--- src/gcst_pkg.sv ---
package gcst_pkg;

  // Operation codes of an incoming request.
  localparam logic [2:0] OP_STATUS_ENTRY = 3'd0;
  localparam logic [2:0] OP_EMPTY_ARRAY  = 3'd1;
  localparam logic [2:0] OP_RESULT       = 3'd2;
  localparam logic [2:0] OP_FEEDBACK     = 3'd3;
  localparam logic [2:0] OP_SET_STATE    = 3'd4;

  // Communication states.
  localparam logic [2:0] ST_WAIT_ACK    = 3'd0;
  localparam logic [2:0] ST_WAIT_RESULT = 3'd3;
  localparam logic [2:0] ST_WAIT_CANCEL = 3'd4;
  localparam logic [2:0] ST_DONE        = 3'd7;

  // Remote goal status codes.
  localparam logic [3:0] STATUS_LOST      = 4'd9;
  localparam logic [3:0] STATUS_LAST_KNOWN = 4'd9;

  // Error codes.
  localparam logic [1:0] ERR_NONE        = 2'd0;
  localparam logic [1:0] ERR_INVALID     = 2'd1;
  localparam logic [1:0] ERR_UNKNOWN     = 2'd2;
  localparam logic [1:0] ERR_RESULT_DONE = 2'd3;

  // Transition table entries: 0..7 is the next state, the rest are actions.
  localparam logic [3:0] ACT_STAY = 4'd8;
  localparam logic [3:0] ACT_INV  = 4'd9;
  localparam logic [3:0] ACT_UNK  = 4'd10;

  localparam logic [3:0] NEXT_TAB [8][10] = '{
    '{4'd1, 4'd2, 4'd3, 4'd3, 4'd3, 4'd3, 4'd6, 4'd5, 4'd3, ACT_UNK},
    '{ACT_STAY, 4'd2, 4'd3, 4'd3, 4'd3, 4'd3, 4'd6, 4'd5, 4'd3, ACT_UNK},
    '{ACT_INV, ACT_STAY, 4'd3, 4'd3, 4'd3, ACT_INV, 4'd6, ACT_INV, ACT_INV, ACT_UNK},
    '{ACT_INV, ACT_STAY, ACT_STAY, ACT_STAY, ACT_STAY, ACT_STAY, ACT_INV, ACT_INV,
      ACT_STAY, ACT_UNK},
    '{ACT_STAY, ACT_STAY, 4'd3, 4'd3, 4'd3, 4'd3, 4'd6, 4'd5, 4'd3, ACT_UNK},
    '{ACT_INV, ACT_INV, 4'd3, 4'd3, 4'd3, 4'd3, 4'd6, ACT_STAY, 4'd3, ACT_UNK},
    '{ACT_INV, ACT_INV, 4'd3, 4'd3, 4'd3, ACT_INV, ACT_STAY, ACT_INV, ACT_INV, ACT_UNK},
    '{ACT_INV, ACT_INV, ACT_STAY, ACT_STAY, ACT_STAY, ACT_STAY, ACT_INV, ACT_INV,
      ACT_STAY, ACT_UNK}
  };

  // Work kinds handed from the front to the back.
  typedef enum logic [2:0] {
    CMD_NOP      = 3'd0,
    CMD_APPLY    = 3'd1,
    CMD_RESULT   = 3'd2,
    CMD_FEEDBACK = 3'd3,
    CMD_SET      = 3'd4
  } cmd_kind_t;

  typedef struct packed {
    cmd_kind_t  kind;
    logic       found;
    logic [3:0] status;
    logic [2:0] new_state;
  } cmd_t;

  typedef struct packed {
    logic [2:0] comm_state;
    logic [3:0] latest_status;
    logic       transitioned;
    logic       feedback_forward;
    logic [1:0] error_code;
  } res_t;

  localparam int CMD_W = $bits(cmd_t);
  localparam int RES_W = $bits(res_t);

endpackage

--- src/gcst_queue.sv ---
module gcst_queue #(
  parameter int WIDTH = 8,
  parameter int DEPTH = 2
) (
  input  logic             clk,
  input  logic             rst,
  input  logic             push,
  input  logic [WIDTH-1:0] din,
  output logic             full,
  input  logic             pop,
  output logic [WIDTH-1:0] dout,
  output logic             empty
);

  localparam int PTR_W = (DEPTH > 1) ? $clog2(DEPTH) : 1;
  localparam int CNT_W = $clog2(DEPTH + 1);

  logic [WIDTH-1:0] slots [DEPTH];
  logic [PTR_W-1:0] rd_ptr;
  logic [PTR_W-1:0] wr_ptr;
  logic [CNT_W-1:0] count;
  logic             do_push;
  logic             do_pop;

  assign full    = (count == CNT_W'(DEPTH));
  assign empty   = (count == '0);
  assign do_push = push && !full;
  assign do_pop  = pop && !empty;
  assign dout    = slots[rd_ptr];

  always_ff @(posedge clk) begin
    if (rst) begin
      rd_ptr <= '0;
      wr_ptr <= '0;
      count  <= '0;
    end else begin
      if (do_push) begin
        wr_ptr <= (wr_ptr == PTR_W'(DEPTH - 1)) ? '0 : wr_ptr + 1'b1;
      end
      if (do_pop) begin
        rd_ptr <= (rd_ptr == PTR_W'(DEPTH - 1)) ? '0 : rd_ptr + 1'b1;
      end
      if (do_push && !do_pop) begin
        count <= count + 1'b1;
      end else if (do_pop && !do_push) begin
        count <= count - 1'b1;
      end
    end
  end

  always_ff @(posedge clk) begin
    if (do_push) begin
      slots[wr_ptr] <= din;
    end
  end

endmodule

--- src/gcst_front.sv ---
module gcst_front #(
  parameter int GOAL_ID_BITS = 64
) (
  input  logic                clk,
  input  logic                rst,
  input  logic                cfg_we,
  input  logic [63:0]         cfg_wdata,
  input  logic                accept,
  input  logic [2:0]          operation,
  input  logic [63:0]         msg_goal_id,
  input  logic [3:0]          remote_status,
  input  logic                last_entry,
  input  logic [2:0]          new_state,
  output gcst_pkg::cmd_t      cmd
);

  logic [GOAL_ID_BITS-1:0] own_id;
  logic                    match_found;
  logic [3:0]              matched_status;
  logic                    id_match;
  logic                    take_entry;

  assign id_match   = (msg_goal_id[GOAL_ID_BITS-1:0] == own_id);
  // Only the first matching entry of an array is remembered.
  assign take_entry = (operation == gcst_pkg::OP_STATUS_ENTRY) && !match_found && id_match;

  always_ff @(posedge clk) begin
    if (rst) begin
      own_id <= '0;
    end else if (cfg_we) begin
      own_id <= cfg_wdata[GOAL_ID_BITS-1:0];
    end
  end

  always_ff @(posedge clk) begin
    if (rst) begin
      match_found    <= 1'b0;
      matched_status <= '0;
    end else if (accept) begin
      if ((operation == gcst_pkg::OP_STATUS_ENTRY && last_entry) ||
          operation == gcst_pkg::OP_EMPTY_ARRAY) begin
        match_found    <= 1'b0;
        matched_status <= '0;
      end else if (take_entry) begin
        match_found    <= 1'b1;
        matched_status <= remote_status;
      end
    end
  end

  always_comb begin
    cmd.kind      = gcst_pkg::CMD_NOP;
    cmd.found     = 1'b0;
    cmd.status    = remote_status;
    cmd.new_state = new_state;
    case (operation)
      gcst_pkg::OP_STATUS_ENTRY: begin
        if (last_entry) begin
          cmd.kind   = gcst_pkg::CMD_APPLY;
          cmd.found  = match_found || take_entry;
          cmd.status = match_found ? matched_status : remote_status;
        end
      end
      gcst_pkg::OP_EMPTY_ARRAY: begin
        cmd.kind = gcst_pkg::CMD_APPLY;
      end
      gcst_pkg::OP_RESULT: begin
        if (id_match) begin
          cmd.kind = gcst_pkg::CMD_RESULT;
        end
      end
      gcst_pkg::OP_FEEDBACK: begin
        if (id_match) begin
          cmd.kind = gcst_pkg::CMD_FEEDBACK;
        end
      end
      gcst_pkg::OP_SET_STATE: begin
        cmd.kind = gcst_pkg::CMD_SET;
      end
      default: begin
        cmd.kind = gcst_pkg::CMD_NOP;
      end
    endcase
  end

endmodule

--- src/gcst_back.sv ---
module gcst_back (
  input  logic           clk,
  input  logic           rst,
  input  gcst_pkg::cmd_t cmd,
  input  logic           cmd_empty,
  output logic           cmd_pop,
  input  logic           res_full,
  output logic           res_push,
  output gcst_pkg::res_t res
);

  logic [2:0] state;
  logic [2:0] state_next;
  logic [3:0] recorded_status;
  logic [3:0] recorded_status_next;
  logic [3:0] action;
  logic       tr;
  logic       fwd;
  logic [1:0] err;

  assign cmd_pop  = !cmd_empty && !res_full;
  assign res_push = cmd_pop;

  always_comb begin
    action = (cmd.status <= gcst_pkg::STATUS_LAST_KNOWN) ?
             gcst_pkg::NEXT_TAB[state][cmd.status] : gcst_pkg::ACT_UNK;
  end

  always_comb begin
    state_next           = state;
    recorded_status_next = recorded_status;
    tr                   = 1'b0;
    fwd                  = 1'b0;
    err                  = gcst_pkg::ERR_NONE;
    unique case (cmd.kind)
      gcst_pkg::CMD_APPLY: begin
        if (!cmd.found) begin
          // No entry for this goal: it is lost unless the state is waiting for ack, waiting for the result or done.
          if (state != gcst_pkg::ST_WAIT_ACK && state != gcst_pkg::ST_WAIT_RESULT &&
              state != gcst_pkg::ST_DONE) begin
            recorded_status_next = gcst_pkg::STATUS_LOST;
            state_next           = gcst_pkg::ST_DONE;
            tr                   = 1'b1;
          end
        end else begin
          recorded_status_next = cmd.status;
          if (action == gcst_pkg::ACT_INV) begin
            err = gcst_pkg::ERR_INVALID;
          end else if (action == gcst_pkg::ACT_UNK) begin
            err = gcst_pkg::ERR_UNKNOWN;
          end else if (action != gcst_pkg::ACT_STAY) begin
            state_next = action[2:0];
            tr         = 1'b1;
          end
        end
      end
      gcst_pkg::CMD_RESULT: begin
        recorded_status_next = cmd.status;
        if (state == gcst_pkg::ST_DONE) begin
          err = gcst_pkg::ERR_RESULT_DONE;
        end else if (state == gcst_pkg::ST_WAIT_CANCEL) begin
          err = gcst_pkg::ERR_UNKNOWN;
        end else begin
          state_next = gcst_pkg::ST_DONE;
          tr         = 1'b1;
        end
      end
      gcst_pkg::CMD_FEEDBACK: begin
        fwd = 1'b1;
      end
      gcst_pkg::CMD_SET: begin
        state_next = cmd.new_state;
      end
      default: begin
      end
    endcase
  end

  always_ff @(posedge clk) begin
    if (rst) begin
      state           <= gcst_pkg::ST_WAIT_ACK;
      recorded_status <= '0;
    end else if (cmd_pop) begin
      state           <= state_next;
      recorded_status <= recorded_status_next;
    end
  end

  always_comb begin
    res.comm_state       = state_next;
    res.latest_status    = recorded_status_next;
    res.transitioned     = tr;
    res.feedback_forward = fwd;
    res.error_code       = err;
  end

  a_err_no_transition: assert property (@(posedge clk) disable iff (rst)
    (res_push && res.error_code != gcst_pkg::ERR_NONE) |-> !res.transitioned)
    else $error("error result also reports a transition");

  a_fwd_clean: assert property (@(posedge clk) disable iff (rst)
    (res_push && res.feedback_forward) |->
      (!res.transitioned && res.error_code == gcst_pkg::ERR_NONE && res.comm_state == state))
    else $error("forwarded feedback carries other effects");

  a_state_holds: assert property (@(posedge clk) disable iff (rst)
    !cmd_pop |=> $stable(state) && $stable(recorded_status))
    else $error("tracker state changed without a request");

  a_lost_done: assert property (@(posedge clk) disable iff (rst)
    (res_push && res.transitioned && res.latest_status == gcst_pkg::STATUS_LOST &&
     cmd.kind == gcst_pkg::CMD_APPLY && !cmd.found) |-> res.comm_state == gcst_pkg::ST_DONE)
    else $error("lost goal did not finish");

endmodule

--- src/goal_comm_state_tracker_top.sv ---
// Throughput: one request per cycle while full is low and the result queue does not stall the back;
// the front classifies a request into a two-entry command queue, and the back takes its head,
// updates the state and writes a two-entry result queue, whose head drives the result ports.
// A full result queue stalls the back, and a full command queue raises full.
// Reset (rst, synchronous, active high) empties both queues, sets the state to waiting for
// ack, clears the recorded status, any partial status array match, and own_goal_id.
module goal_comm_state_tracker_top #(
  parameter int GOAL_ID_BITS = 64
) (
  input  logic        clk,
  input  logic        rst,
  input  logic        cfg_we,
  input  logic [63:0] cfg_wdata,
  input  logic        push,
  output logic        full,
  input  logic [2:0]  operation,
  input  logic [63:0] msg_goal_id,
  input  logic [3:0]  remote_status,
  input  logic        last_entry,
  input  logic [2:0]  new_state,
  output logic        empty,
  input  logic        pop,
  output logic [2:0]  comm_state,
  output logic [3:0]  latest_status,
  output logic        transitioned,
  output logic        feedback_forward,
  output logic [1:0]  error_code
);

  gcst_pkg::cmd_t              front_cmd;
  gcst_pkg::cmd_t              back_cmd;
  gcst_pkg::res_t              back_res;
  gcst_pkg::res_t              out_res;
  logic [gcst_pkg::CMD_W-1:0]  cmd_head;
  logic [gcst_pkg::RES_W-1:0]  res_head;
  logic                        accept;
  logic                        cmd_empty;
  logic                        cmd_pop;
  logic                        res_full;
  logic                        res_push;

  assign accept   = push && !full;
  assign back_cmd = gcst_pkg::cmd_t'(cmd_head);
  assign out_res  = gcst_pkg::res_t'(res_head);

  gcst_front #(
    .GOAL_ID_BITS(GOAL_ID_BITS)
  ) u_front (
    .clk          (clk),
    .rst          (rst),
    .cfg_we       (cfg_we),
    .cfg_wdata    (cfg_wdata),
    .accept       (accept),
    .operation    (operation),
    .msg_goal_id  (msg_goal_id),
    .remote_status(remote_status),
    .last_entry   (last_entry),
    .new_state    (new_state),
    .cmd          (front_cmd)
  );

  gcst_queue #(
    .WIDTH(gcst_pkg::CMD_W),
    .DEPTH(2)
  ) u_cmd_queue (
    .clk  (clk),
    .rst  (rst),
    .push (accept),
    .din  (front_cmd),
    .full (full),
    .pop  (cmd_pop),
    .dout (cmd_head),
    .empty(cmd_empty)
  );

  gcst_back u_back (
    .clk      (clk),
    .rst      (rst),
    .cmd      (back_cmd),
    .cmd_empty(cmd_empty),
    .cmd_pop  (cmd_pop),
    .res_full (res_full),
    .res_push (res_push),
    .res      (back_res)
  );

  gcst_queue #(
    .WIDTH(gcst_pkg::RES_W),
    .DEPTH(2)
  ) u_res_queue (
    .clk  (clk),
    .rst  (rst),
    .push (res_push),
    .din  (back_res),
    .full (res_full),
    .pop  (pop),
    .dout (res_head),
    .empty(empty)
  );

  assign comm_state       = out_res.comm_state;
  assign latest_status    = out_res.latest_status;
  assign transitioned     = out_res.transitioned;
  assign feedback_forward = out_res.feedback_forward;
  assign error_code       = out_res.error_code;

endmodule

--- config.mk ---
export PLATFORM = sky130hd
export DESIGN_NAME = goal_comm_state_tracker_top
export DESIGN_NICKNAME = d
export VERILOG_FILES = /design/src/gcst_pkg.sv /design/src/gcst_queue.sv /design/src/gcst_front.sv /design/src/gcst_back.sv /design/src/goal_comm_state_tracker_top.sv
export SDC_FILE = /design/constraint.sdc
export NUM_CORES = 1
export LEC_CHECK = 0
export BUFFER_PORTS_ARGS = -buffer_cell sky130_fd_sc_hd__buf_2
export CAP_MARGIN = 5
export CORE_MARGIN = 1.5
export CORE_UTILIZATION = 57
export DETAILED_ROUTE_END_ITERATION = 6
export GPL_TIMING_DRIVEN = 0
export PLACE_DENSITY = 0.85
export SLEW_MARGIN = 5
export SYNTH_ARGS = -nofsm -noshare
export SYNTH_HDL_FRONTEND = slang
export SYNTH_HIERARCHICAL = 1
export SYNTH_SLANG_ARGS = --single-unit
--- constraint.sdc ---
create_clock -name clk -period 5.3 [get_ports clk]
set_input_delay 0.795 -clock clk [delete_from_list [all_inputs] [get_ports clk]]
set_output_delay 0.795 -clock clk [all_outputs]
set_load 0.01 [all_outputs]
==> flow_summary.ini, run 1 <==
[outcome]
outcome = completed

[timing]
slew_headroom = 0.568
hold_viol = 0
period_minus_slack_ns = 2.59
tightest_slew_ns = 0.648
fmax_mhz = 387
drv_slew = 0
rsz0062_at_grt = false
skew_ns = 0.00791
tns_ns = 0
finalCritPeriodShare = 0.488
finalSetupViolations = 0
setup_ws_ns = 2.71

[cts]
cts-root-buf = clkbuf_8
clkLatencyLatePin_ns = 0.52
cts-resized-gates = 0
cts_buffer_depth = 2
clk_pin_slew_ns = 0.06
ctsHoldBuffers = 0
tritoncts = yes
h-tree-depth = 4
cts_sinks = 130
cts_setup_buffers = 0
cts_buffers = 17

[power_and_ir_drop]
power_frac_clock = 0.320
power_density_mw_per_mm2 = 475
seqPwrFrac = 0.356
p_leak_uw = 0.00329
internal-power_uw = 2540
p_switching_uw = 1180
p_sw_frac = 0.316
pwr-share-comb = 0.324
irDropWorstVdd_uv = 225

[setup_path]
crit_required_ns = 5.57
critPathKind = flop to flop
worstSetupEndpointType = flop
start_kind = flop
cp.arrival_ns = 2.86
path_max_fanout = 10

[grt]
first_global_vias = 5183
grt_first_pass_wirelength_um = 24200
grt_max_degree = 21
grt_antenna_before_repair = 0
grt_usage = 0.271
grt_overflow = 0

[synth]
ys_warn_count = 6
synth_common_cells = nor2_1, dfxtp_1, mux2i_1, xnor2_1, edfxtp_1
postSynth.asyncResetShare = 0
syn_inst = 576
synth-seq-cells = 130
yosysTopAreaCellShare = 0.274
synth_edf_count = 44
ys.flop_type = dfxtp_1
synth.largest_area_cell = dfxtp_1
synthTopCellsByArea = dfxtp_1, edfxtp_1, mux2i_1
ys_seq_area_frac = 0.484
yosysMostFrequentCell = nor2_1
synth_area_mm2 = 0.00629
synth_area_per_cell_um2 = 10.9
synth_fp_nets = 722
yosysUniqueCellTypes = 74

[die]
num_rows = 38
fp.dieW_um = 108
fp.dieArea_mm2 = 0.0117
num_io_pins = 157
start_util = 0.583
core_area_mm2 = 0.0108
fp.dieH_um = 108

[layout]
drive_gt1_frac = 0.333
area_growth_syn_to_layout_pct = 24.5
n_antenna_cell = 0
fillers = 743
nNetsFinal = 893
multi_input_area_mm2 = 0.00302
fin_util = 0.726
final-seq-area_mm2 = 0.00304

[routing]
drc = 0
dr.pass1.iters = 5
wl_um = 15300
ant_nets = 0
vias = 4991
viasPerCell = 5.55
drt_iter0_drc = 270
wl_per_cell_um = 17.0

[job]
cap_violations = 0

[worst_hold_path]
hold_path_class = primary input to flop

[place]
port_buffers = 152
gp_congestion = 0.922
post-dp-hpwl_um = 11600
pre_cts_ws_ns = 2.70
[kinds of logic (layout without fill, tap and decap cells)]
logic type	Yosys count	count (layout)	synth area share
buffers and inverters	43	227	0.0364
adder cells (fa/ha/maj)	2	2	0.00398
AND/OR/NAND/NOR	169	169	0.143
multiplexers	90	90	0.148
flip-flops	130	130	0.484
AO/OA/AOI/OAI	70	70	0.0839
XOR/XNOR	72	72	0.100
[through the flow]
step | cell area (µm²) | cells | total power (µW) | hold WS (ns)
detailed placement | 7230 | 868 | 2530 | 0.468
global placement | 7230 | 868 | 2470 | 0.460
CTS | 7830 | 900 | 3730 | 0.448
floorplan | 6290 | 576 | 2200 | 0.445
global route | 7830 | 900 | 3910 | 0.448
finish | 7830 | 900 | 3720 | 0.463
[registers in the layout, indices dropped and copies added, names as in the netlist, named ones only]
register                cells
u_back/recorded_status      4
u_back/state                3
u_cmd_queue/count           2
u_cmd_queue/rd_ptr          1
u_cmd_queue/slots          22
u_cmd_queue/wr_ptr          1
u_front/match_found         1
u_front/matched_status      4
u_front/own_id             64
u_res_queue/count           2
u_res_queue/rd_ptr          1
u_res_queue/slots          22
u_res_queue/wr_ptr          1
[power by group through the flow]
stage	registers (µW)	clock network, µW	logic (µW)
5_1_grt	1340	1250	1310
4_1_cts	1320	1200	1200
2_1_floorplan	1320	0	877
3_5_place_dp	1340	0	1190
3_3_place_gp	1330	0	1140
6_report	1320	1190	1200
[critical path, stage by stage (launching register included)]
cell and delay, ns:
dfxtp_1 0.33, buf_2 0.25, mux2_2 0.37, buf_4 0.18
o21ba_1 0.19, o221ai_1 0.28, and3_4 0.28, nand2_1 0.06
a32o_1 0.26, buf_4 0.13
[worst paths after layout]
path | start | endpoint | slack, ns | depth (start not counted)
worst max-delay path | flop | u_res_queue/slots[0][3] | 2.71 | 9
worst min-delay path | new_state[1] | u_cmd_queue/slots[1][1] | 0.46 | 1
worst max register to register | flop | u_res_queue/slots[0][3] | 2.71 | 9
worst min register to register | u_front/matched_status[0] | u_front/matched_status[0] | 0.48 | 1
[metal layers]
layer | track usage | routed length, µm
met2 | 0.501 | 8070
met4 | 0.105 | 285
met1 | 0.292 | 5770
met3 | 0.0753 | 1180
met5 | 0 | 0
[area by class of cell]
| type | instances | share of cell area |
|---|---|---|
| Buffer | 31 | 0.0235 |
| Clock buffer | 18 | 0.0534 |
| Clock inverter | 14 | 0.0240 |
| Inverter | 12 | 0.00575 |
| Multi-Input combinational cell | 403 | 0.385 |
| Sequential cell | 130 | 0.388 |
| Tap cell | 140 | 0.0224 |
| Timing Repair Buffer | 152 | 0.0971 |
[cells in the final DEF, fill, tap and decap left out, types with 4 or more instances in the layout]
cell and n:
buf_2 164, o21ai_0 13, xnor2_1 64, a31oi_1 4
bufinv_16 4, inv_1 11, nor2_1 90, mux2_2 26
clkinvlp_4 6, clkbuf_1 4, nand2b_1 5, buf_1 5
nor3_1 5, xor2_1 8, or3_1 4, mux2i_1 64
buf_4 8, a21oi_1 10, nand2_1 15, edfxtp_1 44
dfxtp_1 86, nand4_1 17, nand3_1 7, a22o_1 6
clkbuf_16 16
(Power assumes the default switching activity.)
==> inputs of run 2 (changes only) <==
--- a/config.mk
+++ b/config.mk
@@ -8,10 +8,10 @@
 export BUFFER_PORTS_ARGS = -buffer_cell sky130_fd_sc_hd__buf_2
 export CAP_MARGIN = 5
 export CORE_MARGIN = 1.5
-export CORE_UTILIZATION = 57
+export CORE_UTILIZATION = 54
 export DETAILED_ROUTE_END_ITERATION = 6
 export GPL_TIMING_DRIVEN = 0
-export PLACE_DENSITY = 0.85
+export PLACE_DENSITY = 0.81
 export SLEW_MARGIN = 5
 export SYNTH_ARGS = -nofsm -noshare
 export SYNTH_HDL_FRONTEND = slang
==> constraint.sdc (replaced) <==
create_clock -name clk -period 2.5 [get_ports clk]
set_input_delay 0.375 -clock clk [delete_from_list [all_inputs] [get_ports clk]]
set_output_delay 0.375 -clock clk [all_outputs]
set_load 0.01 [all_outputs]
==> run 2 against run 1 <==
Net effect:
- flip-flop and latch count unchanged
- non-clock buffer count increased by 6
- clock skew fell by 0.0013 ns
- critical endpoint is now u_res_queue/slots[1][3]
- maximum frequency grew 5.8%
- routed wire length increased by 1.6%
- via count up 1.2%
- total power increased by 110%
- largest cell class is now multi-input gates
==> flow_summary.ini, run 2 (synthesis gave the netlist of run 1 again) <==
[die]
fp.dieArea_mm2 = 0.0123
start_util = 0.553
fp.dieH_um = 111
num_io_pins = 157
fp.dieW_um = 111
core_area_mm2 = 0.0114
num_rows = 39

[routing]
drc = 0
vias = 5049
drt_iter0_drc = 244
ant_nets = 0
wl_um = 15600
viasPerCell = 5.55
dr.pass1.iters = 6
wl_per_cell_um = 17.1

[layout]
final-seq-area_mm2 = 0.00304
reg.largest.list = u_front/own_id (64), u_cmd_queue/slots (22), u_res_queue/slots (22)
fin_util = 0.694
multi_input_area_mm2 = 0.00305
fin_cells = 910
max_flop_register = u_front/own_id
drive_gt1_frac = 0.341
largest_reg_flops = 64
mostFrequentLayoutCell = buf_2
final_cell_mix = buf_2, nor2_1, dfxtp_1
nNetsFinal = 899
area_growth_syn_to_layout_pct = 25.4
fillers = 836

[timing]
tightest_slew_ns = 0.694
finalCritPeriodShare = 0.978
fmax_mhz = 409
slew_headroom = 0.537
setup_ws_ns = 0.0551
hold_viol = 0
period_minus_slack_ns = 2.44
finalSetupViolations = 0
skew_ns = 0.00657
tns_ns = 0
drv_slew = 0

[cts]
cts-root-buf = clkbuf_16
clk_pin_slew_ns = 0.05
cts_sinks = 130
cts_buffer_depth = 2
h-tree-depth = 4
clkLatencyLatePin_ns = 0.41
cts_buffers = 17
tritoncts = yes

[setup_path]
critPathKind = flop to flop
cp.arrival_ns = 2.61
cpMostUsedCell = buf_4
path_max_fanout = 10
critical_path_buf_inv_count = 3
crit_chain = buf_6 -> mux2_2 -> buf_4 -> o21ba_1 -> o221ai_2 -> and3_4 -> nand2_1 -> a32o_1 -> buf_4
critPathSlowestCell = dfxtp_2
start_kind = flop
slowest_delay_ns = 0.35
critPathTopFamily = compound AO/OA/AOI/OAI gates
worstSetupEndpointType = flop
crit_required_ns = 2.66

[grt]
grt_max_degree = 21
first_global_vias = 5335
grt_first_pass_wirelength_um = 25200
grt_overflow = 0
grt_usage = 0.258
grt_antenna_before_repair = 1

[power_and_ir_drop]
p_leak_uw = 0.00332
finalPower_uw = 7900
power_density_mw_per_mm2 = 1000
irDropWorstVdd_uv = 634

[job]
cap_violations = 0

[place]
port_buffers = 152
placedCellCount = 871
pre_cts_ws_ns = -0.0715
gp_congestion = 0.893
post-dp-hpwl_um = 11500

[worst_hold_path]
hold_path_class = primary input to flop

[outcome]
outcome = completed
[run 2: changes by cell type in the layout (fill, tap and decap cells not counted), moves of 2 or more]
| cell | previous run | this run |
|---|---|---|
| clkinvlp_4 | 6 | 3 |
| buf_4 | 8 | 14 |
| a31oi_2 | 0 | 2 |
| clkinv_1 | 1 | 4 |
| a31oi_1 | 4 | 2 |
[run 2: per-layer routing]
metal / share of wire / up-vias / global-route usage
met5: 0 / - / 0
met4: 0.033 / 0 / 0.114
met3: 0.078 / 42 / 0.0842
met2: 0.52 / 211 / 0.460
met1: 0.37 / 2390 / 0.277
li1: - / 2406 / -
[run 2: path summary, 6_finish.rpt]
| check | to | slack (ns) | cells past startpoint | startpoint |
|---|---|---|---|---|
| max reg2reg | u_res_queue/slots[1][3] | 0.06 | 9 | flop |
| min | u_cmd_queue/slots[1][2] | 0.16 | 1 | new_state[2] |
| max | u_res_queue/slots[1][3] | 0.06 | 9 | flop |
| min reg2reg | u_front/matched_status[0] | 0.49 | 1 | u_front/matched_status[0] |
[run 2: metrics by stage]
step	hold WS [ns]	instance area, µm²
after floorplan	0.444	6290
after detailed placement	0.468	7230
after CTS	0.147	7820
after global routing	0.144	7890
after global placement	0.459	7230
final	0.160	7890
[run 2: what timing repair did]
| item | CTS | global route |
|---|---|---|
| pin swaps | 0 | 3 |
| hold buffers | 0 | 0 |
| gates resized for setup | 2 | 8 |
| cloned | 0 | 0 |
| endpoints found under the setup margin | 10 | 30 |
| hold endpoints to repair | 0 | 0 |
| buffers inserted | 0 | 6 |
[run 2: cell type report]
type	instances	area share
antenna	1	0.000317
buffer	31	0.0241
clock buffer	19	0.0549
clock inverter	13	0.0181
inverter	12	0.00571
multi-input combinational	403	0.386
sequential	130	0.386
tap	143	0.0227
timing repair buffer	158	0.102
[run 2: worst reg2reg max path: stages, from the launching register on]
cell      delay [ns]
dfxtp_2         0.35
buf_6           0.15
mux2_2          0.34
buf_4           0.19
o21ba_1         0.20
o221ai_2        0.22
and3_4          0.27
nand2_1         0.06
a32o_1          0.28
buf_4           0.14
[run 2: report_power, final]
group	switching [µW]	internal, µW	total, µW
registers	175	2640	2810
clock network	878	1550	2420
logic	1460	1200	2660
